<file path="config.mk">
export PLATFORM = sky130hd
export DESIGN_NAME = lcm_div
export DESIGN_NICKNAME = d
export VERILOG_FILES = /design/src/design/lcm_pkg.sv /design/src/design/lcm_div.sv
export SDC_FILE = /design/constraint.sdc
export NUM_CORES = 1
export LEC_CHECK = 0
export ABC_CLOCK_PERIOD_IN_PS = 11100
export BUFFER_PORTS_ARGS = -buffer_cell sky130_fd_sc_hd__buf_2
export CORE_MARGIN = 5
export CORE_UTILIZATION = 40
export CTS_CLUSTER_DIAMETER = 40
export DETAILED_ROUTE_END_ITERATION = 7
export GPL_ROUTABILITY_DRIVEN = 0
export PLACE_DENSITY = 0.73
export SLEW_MARGIN = 20
export SYNTH_ARGS = -nofsm -noshare
export SYNTH_HDL_FRONTEND = slang
export SYNTH_SLANG_ARGS = --single-unit
</file>
<file path="constraint.sdc">
create_clock -name clk -period 11.1 [get_ports clk]
set_clock_uncertainty 0.15 [all_clocks]
set_input_delay 0 -clock clk [delete_from_list [all_inputs] [get_ports clk]]
set_output_delay 0 -clock clk [all_outputs]
set_load 0.005 [all_outputs]
</file>
<file path="src/design/lcm_pkg.sv">
// Package for the linear congruence merge block.
// Holds field widths, status codes and the divider request struct; no dependencies.
`timescale 1ns / 1ps
package lcm_pkg;
  localparam int MW = 32;
  localparam int AW = 64;

  typedef enum logic [1:0] {
    ST_OK      = 2'd0,
    ST_NOSOL   = 2'd1,
    ST_OVERFLOW = 2'd2
  } status_t;

  typedef struct packed {
    logic        start;
    logic [AW-1:0] num;
    logic [AW-1:0] den;
  } div_req_t;
endpackage

</file>
<file path="src/design/lcm_div.sv">
// Bit-serial unsigned divider, one quotient bit per cycle.
// Depends on lcm_pkg for widths and the request struct.
`timescale 1ns / 1ps
module lcm_div import lcm_pkg::*; (
  input  logic            clk,
  input  logic            rst,
  input  div_req_t        req,
  output logic            done,
  output logic [AW-1:0]   quo,
  output logic [AW-1:0]   rem
);
  logic [AW-1:0] den;
  logic [AW-1:0] r;
  logic [AW-1:0] q;
  logic [6:0]    cnt;
  logic          busy;
  logic [AW:0]   sh;
  logic          ge;

  assign sh = {r, q[AW-1]};
  assign ge = sh >= {1'b0, den};
  assign quo = q;
  assign rem = r;

  always_ff @(posedge clk) begin
    if (rst) begin
      busy <= 1'b0;
      done <= 1'b0;
      cnt  <= '0;
    end else begin
      done <= 1'b0;
      if (req.start) begin
        busy <= 1'b1;
        den  <= req.den;
        q    <= req.num;
        r    <= '0;
        cnt  <= 7'(AW);
      end else if (busy) begin
        r   <= ge ? AW'(sh - {1'b0, den}) : sh[AW-1:0];
        q   <= {q[AW-2:0], ge};
        cnt <= cnt - 7'd1;
        if (cnt == 7'd1) begin
          busy <= 1'b0;
          done <= 1'b1;
        end
      end
    end
  end
endmodule

</file>
# Yosys cells after proc, flatten, opt, wreduce, memory -nomap -nowiden
# Cells that the tools add are included.
# word_totals
inputBits,131
word_cells,28
output_inout_bits,129
ff_bits,201
# op_classes
addsub,2
n_reduce_logical,5
eq_ne,1
order_cmp,1
bitwise_logic,2
n_mux,10
# op_table
cell,n
64-bit two-way mux,4
65-bit by 64-bit >= comparator with 1-bit output,1
64-bit subtractor,1
7-bit two-way mux,2
"7-bit by 1-bit == test with 1-bit output, second input constant",1
"7-bit by 1-bit subtractor with 7-bit output, second input constant",1
1-bit two-way mux,4
2-bit AND reduction,2
3-bit OR reduction,1
1-bit NOT,2
2-bit nonzero test,1
2-bit OR reduction,1

# Longest topological paths before layout
# logic_depth
ltp_word,4
mapped_depth,15
mapped_depth_nobuf,13

# Worst setup path before layout
# Ideal clock, no wire load.
# synth_timing
path_kind,input to register
from,in req[128] (netlist name)
to,"reg q[0], in the netlist quo[0] (enable)"
setup_time_ns,0.661
required_ns,10.289
setup_slack_ns,3.450
n_path_buf,2
t_arrival_ns,6.839
stages,4
path_cell_list,clkbuf_1 -> clkbuf_1 -> inv_1 -> a21oi_1
# synth_via
elab_chain_len,2
# synth_rtl
element,line,text
start: declaration,lcm_div.sv:7,"input div_req_t req,"
2-bit nonzero test (no line),--,
2-bit AND reduction (no line),--,
end signal: assignment,lcm_div.sv:35,q <= req.num;
end signal: assignment,lcm_div.sv:40,"q <= {q[AW-2:0], ge};"
end: declaration,lcm_div.sv:14,logic [AW-1:0] q;
# No other way between the ends.
# A chain may end at the register's enable or synchronous reset.

# Worst setup path after layout
# layout_timing
from,"reg r[0], in the netlist rem[0]"
to,"reg r[49], in the netlist rem[49], data pin"
# layout_via
elab_chain_len,3
elab_cells_between_ends,4
classes_between,1 x add/sub; 1 x order compare; 2 x mux
# layout_rtl
element,line,text
start: declaration,lcm_div.sv:13,logic [AW-1:0] r;
start signal: assignment,lcm_div.sv:39,"r <= ge ? AW'(sh - {1'b0, den}) : sh[AW-1:0];"
64-bit subtractor / 65-bit by 64-bit >= comparator with 1-bit output (equally long branches),"lcm_div.sv:39, lcm_div.sv:21",
64-bit two-way mux *,lcm_div.sv:39,
64-bit two-way mux *,lcm_div.sv:38,end else if (busy) begin
# Mark *: on every way between the ends. The rest lies on a longest branch, timed or not. The select of a mux whose other input is x is not followed.

==> impl_metrics.toml <==
[run_status]
outcome = "complete, no violations"

[flow_run]
drv_cap = 0

[sta]
period_minus_slack_ns = 4.67
worstMarginPinSlew_ns = 1.04
setup_violations = 0
period_share_pct = 42.1
slew_viol_final = 0
timing.fmax_mhz = 214
max_slew_margin_pct = 30.4
rsz0062_at_grt = "false"
fin_tns_setup_ns = 0
hold_viol_final = 0

[detailed_routing]
vias = 10200
vias_per_cell = 5.32
drcViolationCount = 0
drt.antenna.violating_nets = 0
firstDrtPassIters = 5
drtIter0Drc = 712
routed_wl_um = 36400
routedWlPerCell_um = 18.9

[synth]
yosysTopAreaCellShare_pct = 47.1
syn_avg_cell_area_um2 = 10.9
synth_adder_area_share_pct = 6.92
yosysWarnings = 0
synth-main-ff-cell = "edfxtp_1"
yosysTopAreaCell = "edfxtp_1"
synthMuxAreaShare_pct = 10.6
synth-compound-area-share_pct = 13.3
yosys_register_bits = 201
ys_types = 73
syn_area_um2 = 12200
synth_edf_count = 192
yosysSeqAreaShare_pct = 48.6
synth_cells = 1119
synthXorXnorAreaFrac_pct = 4.73
ys_async_sr_fraction_pct = 0
synthTopCellsByArea = "edfxtp_1, ha_1, mux2_2, mux2i_1, nor2_1"
synthSimpleGateAreaFrac_pct = 10.7
synth_nets = 1317
synth_top_family_by_area = "compound AO/OA/AOI/OAI gates"

[setup_path]
timing.rr.end = "rem[49]"
cp-endpoint = "rem[49]"
cp.required_ns = 11.16
critPathArrivalTime_ns = 4.73
reg2reg_slack_ns = 6.43
cp-start-kind = "flop"
reg2reg_from = "rem[0]"
startpoint = "rem[0]"
critPathCaptureType = "flop"
critPathMaxFanout = 46
r2r_cells = 12
setup.worst_path.class = "flop to flop"

[grt]
grt_pass1_vias = 10500
grt_pass1_wl_um = 56400
grt_max_degree = 86
antenna_found_initial = 2
overflow = 0
track_usage_pct = 20.6

[finish]
syn2layout_area_growth_pct = 34.7
final_cell_mix = "buf_2, edfxtp_1, dlygate4sd3_1, nor2_1, inv_1"
n_antenna_cell = 0
nets = 1697
final_common_cell = "buf_2"
drive_above_1_share_pct = 27.5

[die]
ioPinCount = 260
die-area_um2 = 34200
initial_core_util_pct = 40.2
placementRows = 64
dieHeight_um = 185
die_x_um = 185
core_area_um2 = 30400

[pwr]
peakVddDrop_mv = 0.136
cellPowerDensity_nw_per_um2 = 179
power.leakage_nw = 7.19
power_mw = 2.94

[clock_tree]
cts_tree = "done"
root_buffer = "clkbuf_16"
cts_resized = 0
clkTransAtPathRegs_ns = 0.06
cts_setup_buffers = 0
clockBufferDepth = 3
cts_sinks = 201
htree_levels = 2
cts_buffers = 40
clk_latency_ns = 0.52

[placed_design]
portBuffers = 259
dp_hpwl_um = 25700

[worst_hold_path]
holdCritPathClass = "input pin to flop"
registers in the layout (all words and copies together), names as in the netlist:
register / flops
den: 64
quo: 64
cnt: 7
busy: 1
rem: 64
done: 1
logic make-up after synthesis:
group | Yosys count
AOI/OAI and AO/OA | 244
xor gates and xnor gates | 66
adders and majority gates | 67
buffers and inverters | 140
DFF | 201
muxes | 121
and+or+nand+nor | 280
Yosys cell counts, types with 3 or more instances:
library cell / instances
buf_12: 4
inv_1: 85
nor2b_1: 3
o21ai_1: 3
buf_2: 16
nor4_1: 8
o221ai_1: 5
o21ai_0: 42
mux2_2: 64
or2_2: 5
nand2_1: 69
clkbuf_1: 31
a31oi_1: 9
mux2i_1: 57
edfxtp_1: 192
o21bai_1: 7
dfxtp_1: 9
xor2_1: 30
o211ai_1: 7
or3_1: 5
ha_1: 66
xnor2_1: 36
nand4_1: 26
a21o_1: 34
a31o_2: 4
nand2b_1: 4
nor2_1: 105
nand3_1: 17
a211oi_1: 13
a21oi_1: 76
nor3_1: 18
o21a_1: 10
and2_1: 5
critical path: stages, from the launching register on:
cell	delay (ns)
edfxtp_1	0.42
ha_1	0.35
nor2b_2	0.19
o2111ai_2	0.18
a2111oi_4	0.46
o21ai_1	0.14
a21oi_1	0.18
o21bai_1	0.16
or2_4	0.29
o211ai_4	0.69
buf_4	0.74
mux2i_1	0.26
nor2_1	0.06
what timing repair did:
| item | in CTS | in global routing |
|---|---|---|
| setup endpoints to repair | 0 | 0 |
| hold endpoints to repair | 166 | 0 |
| hold buffers | 129 | 0 |
cell type report:
class,instances,area [um2]
timing repair buffer,393,2630
inverter,85,319
clock buffer,42,1010
multi-input combinational,778,5670
sequential,201,5950
clock inverter,30,409
tap,396,495
fill,2660,14000
routing by layer:
metal / up-vias / global-route usage (%) / routed length [um]
li1: 4903 / - / -
met1: 4816 / 25.9 / 15100
met2: 427 / 34.2 / 17100
met3: 88 / 5.93 / 2970
met4: 4 / 7.22 / 1170
met5: - / 0 / 27
worst min-delay path by stage:
stage                  start      end  slack (ns)  cells past startpoint
floorplan                rst   cnt[6]       -0.08                      1
global route         req[61]  den[61]        0.03                      2
detailed placement    req[2]   den[2]        0.03                      1
finish              req[128]  quo[14]        0.04                      2
global placement     req[39]  den[39]        0.03                      1
CTS                 req[128]  quo[14]       0.009                      2
metrics by stage:
| stage | worst slack [ns] | instance area [um2] | std cells | hold WS [ns] | util (%) |
|---|---|---|---|---|---|
| after global routing | 6.19 | 16500 | 1925 | 0.0339 | 54.2 |
| after global placement | 6.56 | 13800 | 1724 | 0.0277 | 45.3 |
| after detailed placement | 6.42 | 13800 | 1724 | 0.0283 | 45.3 |
| after CTS | 6.37 | 16500 | 1925 | 0.00868 | 54.2 |
| final | 6.43 | 16500 | 1925 | 0.0377 | 54.2 |
| after floorplan | 3.45 | 12200 | 1119 | -0.0776 | - |
report_power, final:
group | leakage, nW | internal (mW) | switching (mW)
combinational | 4.57 | 0.308 | 0.392
clock | 0.701 | 0.856 | 0.429
sequential | 1.91 | 0.918 | 0.0418
total | 7.19 | 2.08 | 0.863
(Power assumes the default switching activity.)
